<file path="config.mk">
export PLATFORM = sky130hd
export DESIGN_NAME = gamepad_event_change_tracker_core_flat
export DESIGN_NICKNAME = d
export VERILOG_FILES = /design/src/hdl/gect_pkg.sv /design/src/hdl/gect_req_if.sv /design/src/hdl/gect_rsp_if.sv /design/src/hdl/gect_csr_if.sv /design/src/hdl/gect_datapath.sv /design/src/hdl/gect_ctrl.sv /design/src/hdl/gamepad_event_change_tracker_core.sv /design/src/flat_wrapper.sv
export SDC_FILE = /design/constraint.sdc
export NUM_CORES = 2
export LEC_CHECK = 0
export BUFFER_PORTS_ARGS = -buffer_cell sky130_fd_sc_hd__buf_2
export CAP_MARGIN = 20
export CORE_UTILIZATION = 30
export CTS_BUF_LIST = sky130_fd_sc_hd__clkbuf_4
export CTS_CLUSTER_SIZE = 30
export DETAILED_ROUTE_END_ITERATION = 8
export GPL_TIMING_DRIVEN = 0
export SYNTH_ARGS = -nofsm -noshare
export SYNTH_HDL_FRONTEND = slang
export SYNTH_SLANG_ARGS = --single-unit
</file>
<file path="constraint.sdc">
create_clock -name clock -period 4.6 [get_ports clock]
set_input_delay 0.92 -clock clock [delete_from_list [all_inputs] [get_ports clock]]
set_output_delay 0.92 -clock clock [all_outputs]
set_load 0.05 [all_outputs]
</file>
<file path="src/hdl/gect_pkg.sv">
`default_nettype none
// ----------------------------------------------------------------------------
// gect_pkg: shared types and codes
// Event opcodes, control kinds, axis directions and the command and status
// groups that pass between the controller and the datapath.
// ----------------------------------------------------------------------------
package gect_pkg;

   localparam logic [1:0] OP_ADD    = 2'd0;
   localparam logic [1:0] OP_REMOVE = 2'd1;
   localparam logic [1:0] OP_BUTTON = 2'd2;
   localparam logic [1:0] OP_AXIS   = 2'd3;

   localparam logic [1:0] KIND_BUTTON = 2'd0;

   localparam logic [1:0] DIR_CENTER = 2'd0;
   localparam logic [1:0] DIR_PLUS   = 2'd1;
   localparam logic [1:0] DIR_MINUS  = 2'd2;

   localparam logic [14:0] THRESHOLD_RESET = 15'h1fff;

   typedef struct packed {
      logic capture;
      logic lookup;
      logic select;
      logic alloc;
      logic remove;
      logic update;
      logic emit_rel;
      logic emit_press;
      logic walk_step;
   } cmd_type;

   typedef struct packed {
      logic [1:0] op;
      logic       hit;
      logic       free_found;
      logic       idx_ok;
      logic       out_free;
      logic       walk_empty;
      logic       rel_valid;
      logic       press_valid;
   } stat_type;

endpackage
`default_nettype wire

</file>
<file path="src/hdl/gect_req_if.sv">
`default_nettype none
// ----------------------------------------------------------------------------
// gect_req_if: controller event channel
// Valid/ready channel that carries one raw controller event per transfer.
// ----------------------------------------------------------------------------
interface gect_req_if;
   logic               valid;
   logic               ready;
   logic [1:0]         op;
   logic signed [31:0] dev_handle;
   logic [7:0]         index;
   logic signed [15:0] value;

   modport source (output valid, op, dev_handle, index, value, input ready);
   modport sink   (input valid, op, dev_handle, index, value, output ready);
endinterface
`default_nettype wire

</file>
<file path="src/hdl/gect_rsp_if.sv">
`default_nettype none
// ----------------------------------------------------------------------------
// gect_rsp_if: control change channel
// Valid/ready channel that carries one press or release change per transfer.
// ----------------------------------------------------------------------------
interface gect_rsp_if;
   logic       valid;
   logic       ready;
   logic [2:0] slot;
   logic [1:0] control_kind;
   logic [4:0] control_index;
   logic       pressed;
   logic       last;

   modport source (output valid, slot, control_kind, control_index, pressed, last,
                   input ready);
   modport sink   (input valid, slot, control_kind, control_index, pressed, last,
                   output ready);
endinterface
`default_nettype wire

</file>
<file path="src/hdl/gect_csr_if.sv">
`default_nettype none
// ----------------------------------------------------------------------------
// gect_csr_if: threshold register write channel
// Valid/ready channel that writes the axis threshold register.
// ----------------------------------------------------------------------------
interface gect_csr_if;
   logic        valid;
   logic        ready;
   logic [14:0] data;

   modport source (output valid, data, input ready);
   modport sink   (input valid, data, output ready);
endinterface
`default_nettype wire

</file>
<file path="src/hdl/gect_datapath.sv">
`default_nettype none
// ----------------------------------------------------------------------------
// gect_datapath: slot table, control state and result register
// Holds the device-to-slot table, per-slot button and axis state, the
// threshold register, the removal walk shifters and the output register.
// ----------------------------------------------------------------------------
module gect_datapath
   import gect_pkg::*;
#(
   parameter int MAX_SLOTS    = 8,
   parameter int BUTTON_COUNT = 32,
   parameter int AXIS_COUNT   = 16
) (
   input  wire logic               clock,
   input  wire logic               reset,
   input  wire logic [1:0]         req_op,
   input  wire logic signed [31:0] req_dev_handle,
   input  wire logic [7:0]         req_index,
   input  wire logic signed [15:0] req_value,
   input  wire cmd_type            cmd,
   output stat_type                stat,
   gect_rsp_if.source              rsp_if,
   gect_csr_if.sink                csr_if
);

   localparam int SW = (MAX_SLOTS > 1) ? $clog2(MAX_SLOTS) : 1;
   localparam int BW = (BUTTON_COUNT > 1) ? $clog2(BUTTON_COUNT) : 1;
   localparam int AW = (AXIS_COUNT > 1) ? $clog2(AXIS_COUNT) : 1;

   logic [14:0]             thr_ff;
   logic [1:0]              op_ff;
   logic [31:0]             dev_ff;
   logic [7:0]              idx_ff;
   logic signed [15:0]      val_ff;

   logic [MAX_SLOTS-1:0]    in_use_ff;
   logic [31:0]             dev_tab_ff [MAX_SLOTS];
   logic [BUTTON_COUNT-1:0] btn_ff [MAX_SLOTS];
   logic [2*AXIS_COUNT-1:0] axis_ff [MAX_SLOTS];

   logic                    hit_ff;
   logic [SW-1:0]           hit_slot_ff;
   logic                    free_ff;
   logic [SW-1:0]           free_slot_ff;
   logic [SW-1:0]           cur_slot_ff;

   logic                    rel_valid_ff;
   logic [1:0]              rel_kind_ff;
   logic                    press_valid_ff;
   logic [1:0]              press_kind_ff;

   logic [BUTTON_COUNT-1:0] btn_walk_ff;
   logic [2*AXIS_COUNT-1:0] axis_walk_ff;
   logic [BW-1:0]           btn_cnt_ff;
   logic [AW-1:0]           axis_cnt_ff;

   logic                    rsp_valid_ff;
   logic [2:0]              rsp_slot_ff;
   logic [1:0]              rsp_kind_ff;
   logic [4:0]              rsp_index_ff;
   logic                    rsp_pressed_ff;
   logic                    rsp_last_ff;

   logic [MAX_SLOTS-1:0]    match;
   logic                    hit_in;
   logic [SW-1:0]           hit_slot_in;
   logic                    free_in;
   logic [SW-1:0]           free_slot_in;

   logic [BW-1:0]           bidx;
   logic [AW-1:0]           aidx;
   logic                    held;
   logic                    pr;
   logic [1:0]              prev;
   logic [1:0]              dir;
   logic signed [16:0]      val17;
   logic signed [16:0]      thr17;
   logic                    upd_rel_valid;
   logic [1:0]              upd_rel_kind;
   logic                    upd_press_valid;
   logic [1:0]              upd_press_kind;

   logic                    btn_phase;
   logic                    walk_emit;
   logic [1:0]              walk_kind;
   logic [4:0]              walk_index;
   logic                    walk_last;

   logic                    out_free;
   logic                    load;
   logic [1:0]              load_kind;
   logic [4:0]              load_index;
   logic                    load_pressed;
   logic                    load_last;

   // slot lookup: known device and lowest free slot
   always_comb begin
      hit_in       = 1'b0;
      hit_slot_in  = '0;
      free_in      = 1'b0;
      free_slot_in = '0;
      for (int s = 0; s < MAX_SLOTS; s++) begin
         match[s] = in_use_ff[s] && (dev_tab_ff[s] == dev_ff);
      end
      for (int s = 0; s < MAX_SLOTS; s++) begin
         if (match[s] && !hit_in) begin
            hit_in      = 1'b1;
            hit_slot_in = SW'(s);
         end
         if (!in_use_ff[s] && !free_in) begin
            free_in      = 1'b1;
            free_slot_in = SW'(s);
         end
      end
   end

   // state update for one button or axis event
   always_comb begin
      bidx  = idx_ff[BW-1:0];
      aidx  = idx_ff[AW-1:0];
      held  = btn_ff[cur_slot_ff][bidx];
      pr    = (val_ff != 16'sd0);
      prev  = axis_ff[cur_slot_ff][2*aidx +: 2];
      val17 = 17'(val_ff);
      thr17 = $signed({2'b00, thr_ff});
      if (val17 > thr17) begin
         dir = DIR_PLUS;
      end else if (val17 < -thr17) begin
         dir = DIR_MINUS;
      end else begin
         dir = DIR_CENTER;
      end
      if (op_ff == OP_BUTTON) begin
         upd_rel_valid   = (pr != held) && !pr;
         upd_press_valid = (pr != held) && pr;
         upd_rel_kind    = KIND_BUTTON;
         upd_press_kind  = KIND_BUTTON;
      end else begin
         upd_rel_valid   = (dir != prev) && (prev != DIR_CENTER);
         upd_press_valid = (dir != prev) && (dir != DIR_CENTER);
         upd_rel_kind    = prev;
         upd_press_kind  = dir;
      end
   end

   // removal walk: buttons first, then axes
   always_comb begin
      btn_phase = (btn_walk_ff != '0);
      if (btn_phase) begin
         walk_emit  = btn_walk_ff[0];
         walk_kind  = KIND_BUTTON;
         walk_index = 5'(btn_cnt_ff);
         walk_last  = ((btn_walk_ff >> 1) == '0) && (axis_walk_ff == '0);
      end else begin
         walk_emit  = (axis_walk_ff[1:0] != DIR_CENTER);
         walk_kind  = axis_walk_ff[1:0];
         walk_index = 5'(axis_cnt_ff);
         walk_last  = ((axis_walk_ff >> 2) == '0);
      end
   end

   assign out_free = !rsp_valid_ff || rsp_if.ready;

   always_comb begin
      load         = 1'b0;
      load_kind    = KIND_BUTTON;
      load_index   = idx_ff[4:0];
      load_pressed = 1'b0;
      load_last    = 1'b0;
      priority if (cmd.emit_rel) begin
         load      = 1'b1;
         load_kind = rel_kind_ff;
         load_last = !press_valid_ff;
      end else if (cmd.emit_press) begin
         load         = 1'b1;
         load_kind    = press_kind_ff;
         load_pressed = 1'b1;
         load_last    = 1'b1;
      end else if (cmd.walk_step && walk_emit) begin
         load       = 1'b1;
         load_kind  = walk_kind;
         load_index = walk_index;
         load_last  = walk_last;
      end else begin
         load = 1'b0;
      end
   end

   // control state
   always_ff @(posedge clock) begin
      if (reset) begin
         thr_ff       <= THRESHOLD_RESET;
         in_use_ff    <= '0;
         rsp_valid_ff <= 1'b0;
         for (int s = 0; s < MAX_SLOTS; s++) begin
            btn_ff[s]  <= '0;
            axis_ff[s] <= '0;
         end
      end else begin
         if (csr_if.valid) begin
            thr_ff <= csr_if.data;
         end
         if (cmd.alloc) begin
            in_use_ff[free_slot_ff] <= 1'b1;
            btn_ff[free_slot_ff]    <= '0;
            axis_ff[free_slot_ff]   <= '0;
         end
         if (cmd.remove) begin
            in_use_ff[hit_slot_ff] <= 1'b0;
         end
         if (cmd.update) begin
            if (op_ff == OP_BUTTON) begin
               btn_ff[cur_slot_ff][bidx] <= pr;
            end else begin
               axis_ff[cur_slot_ff][2*aidx +: 2] <= dir;
            end
         end
         if (load) begin
            rsp_valid_ff <= 1'b1;
         end else if (rsp_if.ready) begin
            rsp_valid_ff <= 1'b0;
         end
      end
   end

   // payload
   always_ff @(posedge clock) begin
      if (cmd.capture) begin
         op_ff  <= req_op;
         dev_ff <= req_dev_handle;
         idx_ff <= req_index;
         val_ff <= req_value;
      end
      if (cmd.lookup) begin
         hit_ff       <= hit_in;
         hit_slot_ff  <= hit_slot_in;
         free_ff      <= free_in;
         free_slot_ff <= free_slot_in;
      end
      if (cmd.select) begin
         cur_slot_ff <= hit_ff ? hit_slot_ff : free_slot_ff;
      end
      if (cmd.alloc) begin
         dev_tab_ff[free_slot_ff] <= dev_ff;
      end
      if (cmd.update) begin
         rel_valid_ff   <= upd_rel_valid;
         rel_kind_ff    <= upd_rel_kind;
         press_valid_ff <= upd_press_valid;
         press_kind_ff  <= upd_press_kind;
      end
      if (cmd.remove) begin
         btn_walk_ff  <= btn_ff[hit_slot_ff];
         axis_walk_ff <= axis_ff[hit_slot_ff];
         btn_cnt_ff   <= '0;
         axis_cnt_ff  <= '0;
      end else if (cmd.walk_step) begin
         if (btn_phase) begin
            btn_walk_ff <= btn_walk_ff >> 1;
            btn_cnt_ff  <= btn_cnt_ff + 1'b1;
         end else begin
            axis_walk_ff <= axis_walk_ff >> 2;
            axis_cnt_ff  <= axis_cnt_ff + 1'b1;
         end
      end
      if (load) begin
         rsp_slot_ff    <= 3'(cur_slot_ff);
         rsp_kind_ff    <= load_kind;
         rsp_index_ff   <= load_index;
         rsp_pressed_ff <= load_pressed;
         rsp_last_ff    <= load_last;
      end
   end

   always_comb begin
      stat.op          = op_ff;
      stat.hit         = hit_ff;
      stat.free_found  = free_ff;
      stat.idx_ok      = (op_ff == OP_BUTTON) ? (idx_ff < 8'(BUTTON_COUNT))
                                              : (idx_ff < 8'(AXIS_COUNT));
      stat.out_free    = out_free;
      stat.walk_empty  = (btn_walk_ff == '0) && (axis_walk_ff == '0);
      stat.rel_valid   = rel_valid_ff;
      stat.press_valid = press_valid_ff;
   end

   assign csr_if.ready         = 1'b1;
   assign rsp_if.valid         = rsp_valid_ff;
   assign rsp_if.slot          = rsp_slot_ff;
   assign rsp_if.control_kind  = rsp_kind_ff;
   assign rsp_if.control_index = rsp_index_ff;
   assign rsp_if.pressed       = rsp_pressed_ff;
   assign rsp_if.last          = rsp_last_ff;

   // a device id is bound to at most one slot
   a_unique_binding: assert property (@(posedge clock) disable iff (reset)
      $onehot0(match))
      else $error("device bound to more than one slot");

endmodule
`default_nettype wire

</file>
<file path="src/hdl/gect_ctrl.sv">
`default_nettype none
// ----------------------------------------------------------------------------
// gect_ctrl: event sequencer
// Steps each event through capture, slot lookup, decision, state update and
// result emission, or through the walk that releases a removed device.
// ----------------------------------------------------------------------------
module gect_ctrl
   import gect_pkg::*;
(
   input  wire logic     clock,
   input  wire logic     reset,
   input  wire logic     req_valid,
   output logic          req_ready,
   input  wire stat_type stat,
   output cmd_type       cmd
);

   typedef enum logic [2:0] {
      S_IDLE,
      S_LOOK,
      S_DECIDE,
      S_UPDATE,
      S_REL,
      S_PRESS,
      S_WALK
   } state_type;

   state_type state_ff;
   state_type state_in;

   always_comb begin
      state_in  = state_ff;
      cmd       = '0;
      req_ready = 1'b0;
      unique case (state_ff)
         S_IDLE: begin
            req_ready = 1'b1;
            if (req_valid) begin
               cmd.capture = 1'b1;
               state_in    = S_LOOK;
            end
         end
         S_LOOK: begin
            cmd.lookup = 1'b1;
            state_in   = S_DECIDE;
         end
         S_DECIDE: begin
            state_in = S_IDLE;
            unique case (stat.op)
               OP_ADD: begin
                  cmd.alloc = !stat.hit && stat.free_found;
               end
               OP_REMOVE: begin
                  if (stat.hit) begin
                     cmd.remove = 1'b1;
                     cmd.select = 1'b1;
                     state_in   = S_WALK;
                  end
               end
               default: begin
                  if (stat.idx_ok && (stat.hit || stat.free_found)) begin
                     cmd.select = 1'b1;
                     cmd.alloc  = !stat.hit;
                     state_in   = S_UPDATE;
                  end
               end
            endcase
         end
         S_UPDATE: begin
            cmd.update = 1'b1;
            state_in   = S_REL;
         end
         S_REL: begin
            if (!stat.rel_valid) begin
               state_in = S_PRESS;
            end else if (stat.out_free) begin
               cmd.emit_rel = 1'b1;
               state_in     = S_PRESS;
            end
         end
         S_PRESS: begin
            if (!stat.press_valid) begin
               state_in = S_IDLE;
            end else if (stat.out_free) begin
               cmd.emit_press = 1'b1;
               state_in       = S_IDLE;
            end
         end
         S_WALK: begin
            if (stat.walk_empty) begin
               state_in = S_IDLE;
            end else if (stat.out_free) begin
               cmd.walk_step = 1'b1;
            end
         end
         default: begin
            state_in = S_IDLE;
         end
      endcase
   end

   always_ff @(posedge clock) begin
      if (reset) begin
         state_ff <= S_IDLE;
      end else begin
         state_ff <= state_in;
      end
   end

   a_emit_needs_room: assert property (@(posedge clock) disable iff (reset)
      (cmd.emit_rel || cmd.emit_press || cmd.walk_step) |-> stat.out_free)
      else $error("result loaded while output register busy");

   a_accept_to_lookup: assert property (@(posedge clock) disable iff (reset)
      (req_valid && req_ready) |=> (state_ff == S_LOOK))
      else $error("accepted event not looked up");

   a_alloc_only_free: assert property (@(posedge clock) disable iff (reset)
      cmd.alloc |-> (!stat.hit && stat.free_found))
      else $error("slot allocated for known device or with no free slot");

endmodule
`default_nettype wire

</file>
<file path="src/hdl/gamepad_event_change_tracker_core.sv">
`default_nettype none
// ----------------------------------------------------------------------------
// gamepad_event_change_tracker_core: controller event change tracker
// Usage:
//   req_if carries raw events (device added, device removed, button, axis).
//   Each device id is bound to the lowest free slot; per slot a held bit per
//   button and a direction per axis are kept. rsp_if carries one press or
//   release change per transfer, with last set on the final change of an
//   event. csr_if writes the axis threshold; it is always ready and should
//   only be written while no event is in flight.
// Timing:
//   An event is one transfer on req_if; lookup and decide follow. An add, an
//   unknown removal or a dropped event then ends. A button or axis event that
//   reaches a slot goes on to update, then release, then press on rsp_if.
//   A removal walks the slot's buttons then axes, one per cycle while the
//   output register is free, stopping after the last active control.
//   The sequencer handles one event at a time.
// Reset clears all slots and all control state and sets the threshold to 0x1fff.
// A stalled rsp_if holds the sequencer until the output register drains.
// ----------------------------------------------------------------------------
module gamepad_event_change_tracker_core
   import gect_pkg::*;
#(
   parameter int MAX_SLOTS    = 8,
   parameter int BUTTON_COUNT = 32,
   parameter int AXIS_COUNT   = 16
) (
   input  wire logic  clock,
   input  wire logic  reset,
   gect_req_if.sink   req_if,
   gect_rsp_if.source rsp_if,
   gect_csr_if.sink   csr_if
);

   cmd_type  cmd;
   stat_type stat;
   logic     req_ready;

   gect_ctrl u_ctrl (
      .clock     (clock),
      .reset     (reset),
      .req_valid (req_if.valid),
      .req_ready (req_ready),
      .stat      (stat),
      .cmd       (cmd)
   );

   gect_datapath #(
      .MAX_SLOTS    (MAX_SLOTS),
      .BUTTON_COUNT (BUTTON_COUNT),
      .AXIS_COUNT   (AXIS_COUNT)
   ) u_datapath (
      .clock          (clock),
      .reset          (reset),
      .req_op         (req_if.op),
      .req_dev_handle (req_if.dev_handle),
      .req_index      (req_if.index),
      .req_value      (req_if.value),
      .cmd            (cmd),
      .stat           (stat),
      .rsp_if         (rsp_if),
      .csr_if         (csr_if)
   );

   assign req_if.ready = req_ready;

endmodule
`default_nettype wire
</file>
<file path="src/flat_wrapper.sv">
// flat-port wrapper written by rule: the top's interface ports become plain ports
module gamepad_event_change_tracker_core_flat import gect_pkg::*;
#(
   parameter int MAX_SLOTS    = 8,
   parameter int BUTTON_COUNT = 32,
   parameter int AXIS_COUNT   = 16
)
  (clock, reset, req_if_valid, req_if_op, req_if_dev_handle, req_if_index, req_if_value, req_if_ready, rsp_if_valid, rsp_if_slot, rsp_if_control_kind, rsp_if_control_index, rsp_if_pressed, rsp_if_last, rsp_if_ready, csr_if_valid, csr_if_data, csr_if_ready);
  gect_req_if req_if_i ();
  gect_rsp_if rsp_if_i ();
  gect_csr_if csr_if_i ();
  input  wire logic clock;
  input  wire logic reset;
  input wire logic [$bits(req_if_i.valid)-1:0] req_if_valid;
  input wire logic [$bits(req_if_i.op)-1:0] req_if_op;
  input wire logic [$bits(req_if_i.dev_handle)-1:0] req_if_dev_handle;
  input wire logic [$bits(req_if_i.index)-1:0] req_if_index;
  input wire logic [$bits(req_if_i.value)-1:0] req_if_value;
  output wire logic [$bits(req_if_i.ready)-1:0] req_if_ready;
  output wire logic [$bits(rsp_if_i.valid)-1:0] rsp_if_valid;
  output wire logic [$bits(rsp_if_i.slot)-1:0] rsp_if_slot;
  output wire logic [$bits(rsp_if_i.control_kind)-1:0] rsp_if_control_kind;
  output wire logic [$bits(rsp_if_i.control_index)-1:0] rsp_if_control_index;
  output wire logic [$bits(rsp_if_i.pressed)-1:0] rsp_if_pressed;
  output wire logic [$bits(rsp_if_i.last)-1:0] rsp_if_last;
  input wire logic [$bits(rsp_if_i.ready)-1:0] rsp_if_ready;
  input wire logic [$bits(csr_if_i.valid)-1:0] csr_if_valid;
  input wire logic [$bits(csr_if_i.data)-1:0] csr_if_data;
  output wire logic [$bits(csr_if_i.ready)-1:0] csr_if_ready;
  assign req_if_i.valid = req_if_valid;
  assign req_if_i.op = req_if_op;
  assign req_if_i.dev_handle = req_if_dev_handle;
  assign req_if_i.index = req_if_index;
  assign req_if_i.value = req_if_value;
  assign req_if_ready = req_if_i.ready;
  assign rsp_if_valid = rsp_if_i.valid;
  assign rsp_if_slot = rsp_if_i.slot;
  assign rsp_if_control_kind = rsp_if_i.control_kind;
  assign rsp_if_control_index = rsp_if_i.control_index;
  assign rsp_if_pressed = rsp_if_i.pressed;
  assign rsp_if_last = rsp_if_i.last;
  assign rsp_if_i.ready = rsp_if_ready;
  assign csr_if_i.valid = csr_if_valid;
  assign csr_if_i.data = csr_if_data;
  assign csr_if_ready = csr_if_i.ready;
  gamepad_event_change_tracker_core #(.MAX_SLOTS(MAX_SLOTS), .BUTTON_COUNT(BUTTON_COUNT), .AXIS_COUNT(AXIS_COUNT)) u_core (.clock(clock), .reset(reset), .req_if(req_if_i), .rsp_if(rsp_if_i), .csr_if(csr_if_i));
endmodule
</file>
==> flow_summary.toml <==
[timing]
worst_slew_pin_slew_ns = 1.28
tns_ns = -0.366
min_period_ns = 4.83
period_share = 1.05
whs_ns = 0.0831
timing.final.ws_setup_ns = -0.226
maxSlewHeadroom = 0.147
slew_viol_final = 0
setup_viol = 2
finalHoldViolations = 0
clock_skew_ns = 0.119
fmax_mhz = 207

[clock_tree]
clkSinkCount = 958
cts-root-buf = "clkbuf_4"
cts_tree = "built"
clkLatencyLatePin_ns = 1.35
cts_made_buffers = 282
clk_path_buf_depth = 4
clk_pin_slew_ns = 0.07
htreeDepth = 5

[worst_setup_path]
worst-setup-path-type = "flop to flop"
cpMaxStageDelayCell = "buf_1"
start_kind = "flop"
critical_path_arrival_ns = 5.88
worstPathCellList = "clkbuf_2 -> inv_1 -> buf_1 -> buf_8 -> clkbuf_1 -> buf_8 -> nand2_1 -> a21oi_1 -> a211oi_1 -> o21ai_0 -> nand4_1 -> a211o_1"
critPathCaptureType = "flop"
crit_required_ns = 5.65
cpMostUsedCell = "buf_8"
cp_max_fo = 10
slowest_delay_ns = 0.61

[route]
drt_iter0_drc = 5842
routedWlPerCell_um = 27.4
vias = 39019
drt_pass1_iterations = 9
drc = 3
antenna_left = 0
wirelength_um = 192000
viasPerCell = 5.56

[logic_synthesis]
synth-main-ff-cell = "edfxtp_1"
synth_top_area_frac = 0.560
synthTopCellsByArea = "edfxtp_1 (56%), mux4_2 (11%), nand2_1 (7.1%), nor2_1 (4.3%), xnor2_1 (3.4%)"
synth_area_um2 = 49300
synth_edf_count = 919
synth.largest_area_cell = "edfxtp_1"
synth_cells = 4154
ys_ff_latch = 958
yosysSeqAreaShare = 0.575
yosysWarnings = 0
async_flop_share = 0
synth_cell_types = 76
synth_nets = 4271
syn_avg_cell_area_um2 = 11.9

[power_and_ir_drop]
peakVddDrop_v = 0.000290
p_leak_nw = 20.0
finalPower_mw = 22.8
power_density_nw_per_um2 = 393

[die]
dieArea_um2 = 166000
core_area_um2 = 163000
io_pins = 93
die-width_um = 407
initial_core_util = 0.303
die_y_um = 407
rows = 148

[job]
drv_cap = 0

[outcome]
violations = "DRC, setup timing"
outcome = "complete, but fails checks"

[cells_and_area]
instances_no_fill = 7021
synthToLayoutAreaGrowth_pct = 17.3
fin_nets = 4778
layout_common_cells = "nand2_1 (933), edfxtp_1 (919), nor2_1 (560)"
layout_commonest_cell = "nand2_1"
layout-drive-gt1-share = 0.207

[grt]
overflow = 0
grt_max_degree = 53
grt_pass1_wl_um = 269000
grt_pass1_vias = 38397
antenna_found_initial = 15
grt_usage = 0.225

[min_path]
worstHoldStart = "rsp_if_ready"
hp-class = "input port to flop"

[place]
hpwl_um = 135000
dp.cells = 6462
gp_congestion = 1.01
portBuffers = 89
[flip-flops by register name (all words and copies together), names as in the netlist, 3 cells and up, named ones only]
name                                    count
u_core.u_datapath.idx_ff                    8
u_core.u_datapath.thr_ff                   15
u_core.u_datapath.axis_walk_ff             32
u_core.u_datapath.dev_tab_ff              256
u_core.u_datapath.val_ff                   16
u_core.u_datapath.cur_slot_ff               3
u_core.u_datapath.btn_walk_ff              32
u_core.u_datapath.btn_cnt_ff                5
u_core.u_ctrl.state_ff                      3
u_core.u_datapath.btn_ff                  256
u_core.u_datapath.free_slot_ff              3
u_core.u_datapath.hit_slot_ff               3
u_core.u_datapath.axis_cnt_ff               4
u_core.u_datapath.rsp_if.slot               3
u_core.u_datapath.in_use_ff                 8
u_core.u_datapath.dev_ff                   32
u_core.u_datapath.rsp_if.control_index      5
u_core.u_datapath.axis_ff                 256
[final timing paths]
path                                      end  slack (ns)  cells past startpoint
max          u_core.u_datapath.press_valid_ff       -0.23                     12
min            u_core.u_datapath.rsp_if.valid        0.08                      3
max reg2reg  u_core.u_datapath.press_valid_ff       -0.23                     12
min reg2reg      u_core.u_datapath.thr_ff[13]        0.50                      2
[critical path: cells and delay by family, from the launching register on]
family	cells	cell delay, ns
AO/OA/AOI/OAI	4	1.15
flip-flops	1	0.41
AND/OR/NAND/NOR	2	0.47
buffers and inverters	6	2.48
[stage by stage]
step,cell area (µm²),setup WS [ns],utilization
after floorplan,49300,0.346,-
after CTS,57600,0.0537,0.354
after detailed placement,53200,-1.66,0.327
after global placement,52500,-2.89,0.322
after global routing,57800,-0.00649,0.355
final,57900,-0.226,0.355
[synth_stat cells (5+ instances only)]
cell         n
or3b_2       5
a22oi_1     17
mux2i_1    134
nand2_1    934
edfxtp_1   919
o22ai_1      6
mux2_2      17
clkbuf_1   210
buf_4       10
a221oi_1    15
a211oi_1    10
o21ai_0     93
a311oi_1     5
or4_1        5
nand2b_1    16
buf_2       28
nand4_1     68
o2111ai_1    5
xnor2_1    194
and3_1      24
buf_1       31
nand3_1     35
nand3b_1     8
nor4_1      54
nor2_2       8
or3_1       15
a31oi_1     12
nor2b_1     25
or2_2        6
ha_1        39
o21ai_1     43
and2_1      11
a21oi_1     66
o211ai_1    24
nor3_1      32
nor2_1     567
dfxtp_1     39
inv_1       33
buf_6        5
xor2_1      83
mux4_2     237
[routing by layer]
layer	global-route usage	routed length, µm	up-vias
li1	-	-	16240
met1	0.266	67200	19101
met2	0.349	86300	2952
met3	0.0729	24400	718
met4	0.152	14100	8
met5	0	55	-
[final cells by class]
type | count | area (µm²)
clock buffer | 402 | 3020
fill | 16072 | 105000
tap | 2175 | 2720
multi-input combinational | 2873 | 19900
antenna | 17 | 42.5
clock inverter | 50 | 315
buffer | 280 | 1270
timing repair buffer | 230 | 2060
inverter | 36 | 144
sequential | 958 | 28400
[cell families (layout without fill, tap and decap cells)]
kind of cell | count (synthesis) | after routing | share of synthesized area
AOI/OAI and AO/OA | 337 | 337 | 0.0421
xor gates and xnor gates | 277 | 277 | 0.0492
adders and majority gates | 39 | 39 | 0.00989
buffers and inverters | 323 | 998 | 0.0273
DFF | 958 | 958 | 0.575
muxes | 389 | 389 | 0.140
other | 1 | 18 | 0.0000760
and+or+nand+nor | 1830 | 1830 | 0.156
[power by group]
| part | internal (mW) | switching, mW |
|---|---|---|
| combinational | 1.47 | 2.89 |
| sequential | 9.98 | 0.356 |
| clock | 4.21 | 3.85 |
[what timing repair did]
item	CTS	global route
pin swaps	2	1
hold endpoints to repair	73	0
endpoints found under the setup margin	1027	460
setup buffers	11	4
hold buffers	73	0
gates resized for setup	80	24
No activity file was read; power rests on OpenSTA's default activity.
